**src/design/pimrp_ram.sv**
```systemverilog
// Generic scratch RAM: one write port and two read ports with registered read data.
// Depends on nothing.
module pimrp_ram #(
  parameter int WIDTH = 8,
  parameter int DEPTH = 16
) (
  input  logic                     clk_i,
  input  logic                     we_i,
  input  logic [$clog2(DEPTH)-1:0] wa_i,
  input  logic [WIDTH-1:0]         wd_i,
  input  logic [$clog2(DEPTH)-1:0] ra0_i,
  input  logic [$clog2(DEPTH)-1:0] ra1_i,
  output logic [WIDTH-1:0]         rd0_o,
  output logic [WIDTH-1:0]         rd1_o
);

  logic [WIDTH-1:0] mem_q [DEPTH];

  always_ff @(posedge clk_i) begin
    if (we_i) begin
      mem_q[wa_i] <= wd_i;
    end
    rd0_o <= mem_q[ra0_i];
    rd1_o <= mem_q[ra1_i];
  end

endmodule

```
**config.mk**
```make
export PLATFORM = sky130hd
export DESIGN_NAME = pimrp_ram
export DESIGN_NICKNAME = d
export VERILOG_FILES = /design/src/design/pimrp_ram.sv
export SDC_FILE = /design/constraint.sdc
export NUM_CORES = 1
export LEC_CHECK = 0
export ABC_AREA = 1
export BUFFER_PORTS_ARGS = -buffer_cell sky130_fd_sc_hd__buf_2
export CAP_MARGIN = 10
export CELL_PAD_IN_SITES_DETAIL_PLACEMENT = 1
export CELL_PAD_IN_SITES_GLOBAL_PLACEMENT = 1
export CORE_UTILIZATION = 50
export DETAILED_ROUTE_END_ITERATION = 7
export GPL_ROUTABILITY_DRIVEN = 1
export PLACE_DENSITY = 0.95
export SYNTH_ARGS = -nofsm -noshare
export SYNTH_HDL_FRONTEND = slang
export SYNTH_SLANG_ARGS = --single-unit
```
**constraint.sdc**
```tcl
create_clock -name clk_i -period 2 [get_ports clk_i]
set_input_delay 0.4 -clock clk_i [delete_from_list [all_inputs] [get_ports clk_i]]
set_output_delay 0.4 -clock clk_i [all_outputs]
set_load 0.02 [all_outputs]
```
* Word level (Yosys, flattened, before mapping)
Memory sizes are Yosys's and may differ from the RTL's. A register that Yosys moved wholly into a read port is not among the register bits.
Index checks and enable logic that the tools add are counted.
** Word-level totals
- Output and inout bits :: 16
- Bits in latches :: 0
- ROM bits :: 0
- Word-level logic and storage cells :: 3
- Register bits :: 0
- Memory bits (writable) :: 128
- Memories :: 1
- Bits of input ports :: 22
** Memory list
- mem_q :: words 16, bits a word 8, read ports 2, clocked after Yosys merged registers in 2, write ports 1, RTL line 17 : logic [WIDTH-1:0] mem_q [DEPTH];
** Cells by class
- Multiply operators :: 0
- Shift operators :: 0
- Order comparisons :: 0
- Multiplexer cells :: 2
- Bitwise logic cells :: 0
- Equal/unequal tests :: 0
- Add/sub/neg operators :: 0
- Div/mod/pow operators :: 0
- Reductions and logical operators :: 0
** Operator list (number)
- $mux 1 :: 2

* Longest topological paths before layout
Gate-level depths: netlist of the first run.
- Depth in word-level cells :: 2
- Mapped depth :: 7
- Mapped depth without buffers :: 6

* Worst setup path after synthesis of the first run
No wires, ideal clock.
- Kind :: input to register
- Start point :: input wa_i[2]
- End point :: memory mem_q[10][0] (enable)
- Data arrival time :: 0.981 ns
- Setup slack :: 0.649 ns
- Cell stages on the path :: 2
- Setup time :: 0.370 ns
- Buffers on the path :: 0
- Required time :: 1.630 ns
- Path through :: nand3b_1 -> nor2_1
** RTL lines
- start: declaration :: RTL line 9 : input logic [$clog2(DEPTH)-1:0] wa_i,
- end: declaration :: RTL line 17
No word-level cell before the write port.

* Final worst setup path of the first run
- Start point :: register rd1_o[4], read port of mem_q
- End point :: output rd1_o[4]
** RTL lines
- start: declaration :: RTL line 14 : output logic [WIDTH-1:0] rd1_o
No word-level cell between the ends.

==> results of run 1 <==
[cell type report]
cell class                 instances  area [µm²]
tap                              180       225.2
sequential                       144        4164
clock buffer                      24       481.7
fill                            1677        5821
clock inverter                     8       62.56
inverter                         138       518.0
multi-input combinational        521        2245
timing repair buffer              72       523.0
antenna                            1       2.502
[state kept, by name, summed over array words and instances (netlist names)]
| register | flops |
|---|---|
| mem_q | 128 |
| rd0_o | 8 |
| rd1_o | 8 |
[through the flow]
stage          total power, mW  cell area (µm²)  utilization  worst slack, ps
2_1_floorplan            3.918             7259            -            649.2
3_3_place_gp             4.171             7675       0.5466            423.6
3_5_place_dp             4.219             7675       0.5466            344.3
4_1_cts                  7.170             8219       0.5853            553.3
5_1_grt                  7.336             8219       0.5853            527.0
6_report                 7.164             8222       0.5855            529.2
[cell usage after synthesis (all sizes together)]
library cell  count
nand2           277
nand3           225
inv             138
edfxtp          128
buf              45
nor2             17
dfxtp            16
clkbuf            3
nand3b            2
[final timing paths]
| check | slack (ps) | cells past startpoint | to |
|---|---|---|---|
| max | 530 | 1 | rd1_o[4] |
| min | 350 | 1 | mem_q[1][3]$_DFFE_PP_ |
| max reg2reg | 890 | 6 | rd1_o[7]$_DFF_P_ |
| min reg2reg | 700 | 6 | rd1_o[2]$_DFF_P_ |
[power by group through the flow]
stage,sequential (mW),clock (mW),combinational [mW]
2_1_floorplan,3.49,0,0.424
6_report,3.41,2.97,0.787
4_1_cts,3.41,2.99,0.770
3_3_place_gp,3.46,0,0.711
5_1_grt,3.41,3.08,0.841
3_5_place_dp,3.47,0,0.752
[routing by layer]
layer  track usage  vias to the layer above  routed length (µm)
met5             0                        -                   0
met4        0.2561                        0                1678
met3       0.09944                      132                2411
met2        0.5709                      420               11780
met1        0.4108                     3188                9023
li1              -                     2834                   -
[kinds of logic (layout without fill, tap and decap cells)]
logic type	after synthesis	after routing	share of synthesized area
simple gates	521	521	0.3092
buf+inv	186	242	0.1172
flops	144	144	0.5736
other cells	0	1	0
[worst register-to-register path, cell delays in order, from the launching register on]
cell	delay, ps
edfxtp_1	390
inv_1	120
nand2_1	80
nand3_1	90
nand3_1	120
nand3_1	130
nand2_1	70
==> flow_metrics.env, run 1 <==
export IMPL_status="finished, final reports clean"
export IMPL_routed_wl_mm=24.89
export IMPL_cts_tree="yes"
export IMPL_die_h_um=122.5
export IMPL_switching_share=0.2491
export IMPL_critical_path_slowest_cell="dfxtp_1"
export IMPL_initial_core_util=0.5170
export IMPL_setup_viol=0
export IMPL_drtIter0Drc=917
export IMPL_worstSetupPathType="flop to output pin"
export IMPL_yosys_area_top_type_share=0.5295
export IMPL_tns_ps=0
export IMPL_synth_seq_cells=144
export IMPL_worstSetupStartpointType="flop"
export IMPL_maxCapViolations=0
export IMPL_crit_arrival_ps=1070
export IMPL_avgSynthCellArea_um2=8.531
export IMPL_drc=0
export IMPL_relSlewSlack=0.6011
export IMPL_path_buf_inv=1
export IMPL_io_pins=38
export IMPL_hold_path_class="input port to flop"
export IMPL_cts_resized=0
export IMPL_cpLargestDelayFamily="flip-flops"
export IMPL_syn_num_nets=873
export IMPL_cp_data_required_time_ps=1600
export IMPL_power_leakage_nw=3.769
export IMPL_placed_cells=1055
export IMPL_synth_cell_types=13
export IMPL_final_cell_mix="nand2_1, nand3_1, inv_1"
export IMPL_yosysTopAreaCell="edfxtp_1"
export IMPL_p_comb_frac=0.110
export IMPL_antenna_found_initial=1
export IMPL_crit_path_end_kind="output pin"
export IMPL_p_clk_frac=0.415
export IMPL_synth_area_mm2=0.007259
export IMPL_p_int_mw=5.379
export IMPL_syn_instance_count=851
export IMPL_hp_start="wd_i[3]"
export IMPL_tightest_slew_ps=597.7
export IMPL_yosysSeqAreaShare=0.5736
export IMPL_drive_above_1_share=0.1125
export IMPL_hpwl_mm=15.48
export IMPL_numCtsBuffers=17
export IMPL_clockBufferDepth=2
export IMPL_path_cells="buf_2"
export IMPL_fin_skew_ps=11.21
export IMPL_slew_violations=0
export IMPL_cts_htree_levels=4
export IMPL_viasPerCell=6.042
export IMPL_io_buffers=37
export IMPL_stdcell_count=1088
export IMPL_irDropWorstVdd_uv=538.1
export IMPL_clock_sinks=144
export IMPL_rsz0062_at_grt="no"
export IMPL_fp_dieArea_mm2=0.01501
export IMPL_clk_latency_ps=440
export IMPL_die_x_um=122.5
export IMPL_vias=6574
export IMPL_fmax_mhz=679.9
export IMPL_finalCriticalPeriod_ps=1471
export IMPL_yosys_top_cells_area="edfxtp_1, nand3_1, nand2_1"
export IMPL_grt_pass1_vias=7044
export IMPL_power_frac_seq=0.476
export IMPL_hold_ws_ps=351.1
export IMPL_avgRoutedWirePerCell_um=22.88
export IMPL_hold_buffers=0
export IMPL_finalHoldViolations=0
export IMPL_p_per_area_mw_per_mm2=871.3
export IMPL_finalCritPeriodShare=0.7354
export IMPL_place_gp_congestion=0.8365
export IMPL_ant_nets=0
export IMPL_cpPeakStageDelay_ps=430
export IMPL_core_area_mm2=0.01404
export IMPL_worst_path_max_fanout=1
export IMPL_dr_pass1_iters=5
export IMPL_grt_pass1_wl_mm=38.43
export IMPL_synth_warnings=0
export IMPL_gr_total_overflow=0
export IMPL_mostFrequentLayoutCell="nand2_1"
export IMPL_clk_pin_slew_ps=60
export IMPL_final_nets=916
export IMPL_worstSetupStartpoint="rd1_o[4]$_DFF_P_"
export IMPL_post_cts_buffers=0
export IMPL_r2r_start="mem_q[2][7]$_DFFE_PP_"
export IMPL_clockRootBuffer="clkbuf_16"
export IMPL_std_cell_rows=43
export IMPL_grt_use_total=0.3566
export IMPL_area_growth_syn_to_layout_pct=13.25
export IMPL_grt_max_degree=47
export IMPL_p_sw_mw=1.785
No activity file was read; power rests on OpenSTA's default activity.
==> run 2, diff against run 1 <==
ABC_AREA = 0   (was 1)
CORE_UTILIZATION = 48   (was 50)
PLACE_DENSITY = 0.87   (was 0.95)
clock period = 1.2 ns   (was 2 ns; I/O delays follow)
==> flow_metrics.env, run 2 <==
export IMPL_synth_area_mm2=0.006346
export IMPL_finalCritPeriodShare=1.168
export IMPL_fp_dieArea_mm2=0.01368
export IMPL_hold_path_class="input port to flop"
export IMPL_gr_total_overflow=0
export IMPL_multiInputGateArea_mm2=0.002043
export IMPL_final_nets=406
export IMPL_numCtsBuffers=17
export IMPL_clk_latency_ps=420
export IMPL_synthFlopType="edfxtp_1"
export IMPL_grt_max_degree=17
export IMPL_syn_num_nets=329
export IMPL_yosysMostFrequentCell="edfxtp_1"
export IMPL_yosysSeqAreaShare=0.6562
export IMPL_n_antenna_cell=0
export IMPL_relSlewSlack=0.2859
export IMPL_finalCriticalPeriod_ps=1401
export IMPL_io_buffers=37
export IMPL_maxCapViolations=0
export IMPL_path_buf_inv=0
export IMPL_worstSetupPathType="flop to flop"
export IMPL_failed_checks="negative setup slack"
export IMPL_worst_path_max_fanout=2
export IMPL_tightest_slew_ps=1069
export IMPL_initial_core_util=0.4968
export IMPL_hold_ws_ps=197.2
export IMPL_synth_seq_cells=144
export IMPL_power_leakage_nw=2.647
export IMPL_num_fill_cells=1089
export IMPL_finalHoldViolations=0
export IMPL_drtIter0Drc=311
export IMPL_grt_use_total=0.2743
export IMPL_crit_arrival_ps=1710
export IMPL_grt_pass1_wl_mm=24.78
export IMPL_cpPeakStageDelay_ps=640
export IMPL_synth_top_cells_by_count="edfxtp_1, mux4_2, a22oi_1"
export IMPL_setup_slack_ps=-201.2
export IMPL_largest_reg_flops=128
export IMPL_dr_pass1_iters=4
export IMPL_drc=0
export IMPL_viasPerCell=6.228
export IMPL_final_cell_mix="edfxtp_1, mux4_2, buf_2"
export IMPL_clockRootBuffer="clkbuf_16"
export IMPL_die_x_um=117.0
export IMPL_top_register="mem_q"
export IMPL_routed_wl_mm=16.60
export IMPL_vias=3544
export IMPL_clock_sinks=144
export IMPL_cpLargestDelayFamily="multiplexers"
export IMPL_syn_instance_count=307
export IMPL_regArea_mm2=0.004165
export IMPL_ant_nets=0
export IMPL_rsz0062_at_grt="yes"
export IMPL_io_pins=38
export IMPL_placed_area_mm2=0.007123
export IMPL_fmax_mhz=713.7
export IMPL_avgSynthCellArea_um2=20.67
export IMPL_slew_violations=0
export IMPL_mostFrequentLayoutCell="edfxtp_1"
export IMPL_status="complete, but fails checks"
export IMPL_avgRoutedWirePerCell_um=29.17
export IMPL_irDropWorstVdd_uv=1116
export IMPL_post_place_ws_ps=-528.0
export IMPL_clk_pin_slew_ps=60
export IMPL_fin_skew_ps=6.487
export IMPL_final_area_mm2=0.007826
export IMPL_p_per_area_mw_per_mm2=1582
export IMPL_place_gp_congestion=0.8254
export IMPL_clockBufferDepth=2
export IMPL_reg_top3="mem_q x128, rd0_o x8, rd1_o x8"
export IMPL_yosys_top_cells_area="edfxtp_1, mux4_2, mux4_1"
export IMPL_std_cell_rows=41
export IMPL_drive_above_1_share=0.4912
export IMPL_yosys_area_top_type_share=0.6057
export IMPL_path_cells="mux4_4, a22oi_2, nand2_1"
export IMPL_area_growth_syn_to_layout_pct=23.32
export IMPL_synth_edf_count=128
export IMPL_crit_path_end_kind="flop"
export IMPL_setup_viol=16
export IMPL_worstSetupStartpointType="flop"
export IMPL_critical_path_slowest_cell="mux4_4"
export IMPL_synth_warnings=0
export IMPL_hpwl_mm=11.15
export IMPL_cp_data_required_time_ps=1510
export IMPL_cts_htree_levels=4
export IMPL_grt_pass1_vias=3940
export IMPL_antenna_found_initial=0
export IMPL_synth_cell_types=20
export IMPL_yosysTopAreaCell="edfxtp_1"
export IMPL_cts_tree="yes"
export IMPL_core_area_mm2=0.01277
export IMPL_async_flop_share=0
export IMPL_die_h_um=117.0
## run 2: changes by cell type in the layout (fill, tap and decap cells not counted), sizes merged, moves of 3 or more
cell	previous run	this run
mux4	0	64
clkbuf	24	18
nand3	225	1
nor2	17	14
nand2	277	17
inv	138	0
bufinv	1	5
buf	72	78
a22oi	0	32
nor3	0	4
## run 2: where the power goes
group	internal, mW	leakage [nW]	switching [mW]
clock	3.64	0.300	1.96
sequential	5.61	1.29	0.0689
combinational	0.514	1.06	0.581
## run 2: cell families after synthesis
kind of cell / after synthesis / synth area share
AOI/OAI and AO/OA: 32 / 0.03785
buffers and inverters: 20 / 0.02721
DFF: 144 / 0.6562
muxes: 64 / 0.2445
and+or+nand+nor: 47 / 0.03430
## run 2: final cells by class
class | instances | area share
Multi-Input combinational cell | 143 | 0.2611
Tap cell | 172 | 0.02750
Clock buffer | 18 | 0.05484
Sequential cell | 144 | 0.5322
Timing Repair Buffer | 78 | 0.09944
Clock inverter | 14 | 0.02494
## run 2: worst paths after layout
check             slack [ps]                     to             startpoint  depth (start not counted)
hold reg to reg          710       rd1_o[2]$_DFF_P_  mem_q[4][2]$_DFFE_PP_                          3
hold / removal           200  mem_q[8][3]$_DFFE_PP_                wd_i[3]                          1
setup / recovery        -200       rd0_o[0]$_DFF_P_  mem_q[3][0]$_DFFE_PP_                          3
setup reg to reg        -200       rd0_o[0]$_DFF_P_  mem_q[3][0]$_DFFE_PP_                          3
## run 2: repair_timing
item / 4_1_cts / 5_1_grt
resized for setup: 12 / 7
hold buffers: 0 / 0
pin swaps: 6 / 2
gates cloned: 0 / 0
buffers inserted: 0 / 0
setup endpoints to repair: 18 / 18
## run 2: metal layers
metal,track usage,part of all wire,vias to the layer above
li1,-,-,1474
met1,0.3402,0.39,1868
met2,0.4611,0.52,174
met3,0.06437,0.064,28
met4,0.1266,0.027,0
met5,0,0,-
## run 2: stage by stage
step / cells / power (mW) / utilization / setup TNS, ps
3_5_place_dp: 537 / 6.832 / 0.5576 / -35080
5_1_grt: 569 / 12.72 / 0.6127 / -2488
2_1_floorplan: 307 / 6.404 / - / -4674
6_report: 569 / 12.38 / 0.6127 / -1746
3_3_place_gp: 537 / 6.777 / 0.5576 / -29850
4_1_cts: 569 / 12.43 / 0.6105 / -1683
==> run 3, diff against run 2 <==
CORE_UTILIZATION = 50   (was 48)
clock period = 1.5 ns   (was 1.2 ns; I/O delays follow)
==> flow_metrics.env, run 3 (synthesis results as in run 2) <==
export IMPL_hold_ws_ps=271.1
export IMPL_relSlewSlack=0.2718
export IMPL_initial_core_util=0.5197
export IMPL_rsz0062_at_grt="yes"
export IMPL_grt_pass1_vias=4055
export IMPL_io_buffers=37
export IMPL_finalCriticalPeriod_ps=1497
export IMPL_grt_use_total=0.2918
export IMPL_die_h_um=114.7
export IMPL_antenna_found_initial=0
export IMPL_final_nets=403
export IMPL_hpwl_mm=11.14
export IMPL_grt_pass1_wl_mm=25.68
export IMPL_clk_latency_ps=420
export IMPL_numCtsBuffers=17
export IMPL_mostFrequentLayoutCell="edfxtp_1"
export IMPL_drtIter0Drc=398
export IMPL_num_fill_cells=1081
export IMPL_slew_violations=0
export IMPL_final_cell_mix="edfxtp_1, buf_2, mux4_2"
export IMPL_ant_nets=0
export IMPL_hold_path_cell_count=1
export IMPL_power_leakage_nw=2.657
export IMPL_cts_tree="yes"
export IMPL_crit_arrival_ps=1800
export IMPL_cts_htree_levels=4
export IMPL_clockRootBuffer="clkbuf_16"
export IMPL_reg2reg_depth=3
export IMPL_largest_reg_flops=128
export IMPL_drc=0
export IMPL_clock_sinks=144
export IMPL_clk_pin_slew_ps=60
export IMPL_maxCapViolations=0
export IMPL_fmax_mhz=667.8
export IMPL_worstSetupStartpointType="flop"
export IMPL_reg_top3="mem_q x128, rd0_o x8, rd1_o x8"
export IMPL_hold_buffers=0
export IMPL_total_power_mw=9.533
export IMPL_viasPerCell=6.553
export IMPL_cp_data_required_time_ps=1800
export IMPL_setup_slack_ps=2.571
export IMPL_area_growth_syn_to_layout_pct=18.69
export IMPL_worst_path_max_fanout=2
export IMPL_routed_wl_mm=17.43
export IMPL_tns_ps=0
export IMPL_std_cell_rows=40
export IMPL_avgRoutedWirePerCell_um=31.01
export IMPL_clockBufferDepth=2
export IMPL_hold_path_class="input port to flop"
export IMPL_dr_pass1_iters=5
export IMPL_die_x_um=114.7
export IMPL_top_register="mem_q"
export IMPL_vias=3683
export IMPL_irDropWorstVdd_uv=834.8
export IMPL_tightest_slew_ps=1088
export IMPL_drive_above_1_share=0.3629
export IMPL_io_pins=38
export IMPL_worstSetupStartpoint="mem_q[3][7]$_DFFE_PP_"
export IMPL_worstSetupPathType="flop to flop"
export IMPL_post_cts_buffers=0
export IMPL_r2r_start="mem_q[3][7]$_DFFE_PP_"
export IMPL_gr_total_overflow=0
export IMPL_finalHoldViolations=0
export IMPL_core_area_mm2=0.01221
export IMPL_finalCritPeriodShare=0.9983
export IMPL_n_antenna_cell=0
export IMPL_setup_viol=0
export IMPL_p_per_area_mw_per_mm2=1266
export IMPL_fin_skew_ps=8.221
export IMPL_fp_dieArea_mm2=0.01315
export IMPL_hp_start="wd_i[4]"
export IMPL_post_place_ws_ps=-292.0
export IMPL_status="finished, final reports clean"
export IMPL_place_gp_congestion=0.8290
export IMPL_grt_max_degree=22
export IMPL_crit_path_end_kind="flop"
[run 3: changes by cell type in the layout (fill, tap and decap cells not counted), sizes merged]
cell / before / now
buf: 78 / 75
bufinv: 5 / 3
clkinv: 7 / 9
clkbuf: 18 / 19
clkinvlp: 2 / 1
[run 3: path summary, 6_finish.rpt]
kind,end,slack (ps)
worst max register to register,rd1_o[7]$_DFF_P_,3
worst min-delay path,mem_q[11][4]$_DFFE_PP_,270
worst max-delay path,rd1_o[7]$_DFF_P_,3
worst min register to register,rd1_o[0]$_DFF_P_,710
[run 3: where the power goes]
part / switching [mW] / leakage (nW) / internal [mW] / total [mW]
Clock: 1.60 / 0.281 / 2.58 / 4.19
Combinational: 0.452 / 1.09 / 0.347 / 0.799
Sequential: 0.0548 / 1.29 / 4.49 / 4.54
Total: 2.11 / 2.66 / 7.42 / 9.53
[run 3: stage by stage]
| step | std cells | utilization | cell area (µm²) |
|---|---|---|---|
| finish | 562 | 0.6168 | 7532 |
| global route | 562 | 0.6168 | 7532 |
| CTS | 562 | 0.6160 | 7522 |
| detailed placement | 530 | 0.5678 | 6934 |
| global placement | 530 | 0.5678 | 6934 |
| floorplan | 307 | - | 6351 |
[run 3: worst max-delay path, cell delays in order, from the launching register on]
cell      delay, ps
edfxtp_1        420
mux4_4          640
a22oi_2         230
nand2_1          90
[run 3: cell type report]
class                   count  area (µm²)  area share
repair buffers             75       545.5     0.07243
multi-input cells         143        2034      0.2701
clock inverters            13       145.1     0.01927
well taps                 168       210.2     0.02791
flip-flops and latches    144        4164      0.5528
clock buffers              19       432.9     0.05748
[run 3: repair_timing]
action,in CTS,in global routing
cloned,0,0
setup endpoints to repair,2,5
hold endpoints to repair,0,0
pin swaps,1,2
gates resized for setup,2,2
[run 3: metal layers]
metal  routed length, µm  GRT usage  share of wire
met1                6686     0.3671           0.38
met2                8787     0.4780           0.50
met3                1472    0.08788          0.084
met4                 479     0.1160          0.027
met5                   0          0              0
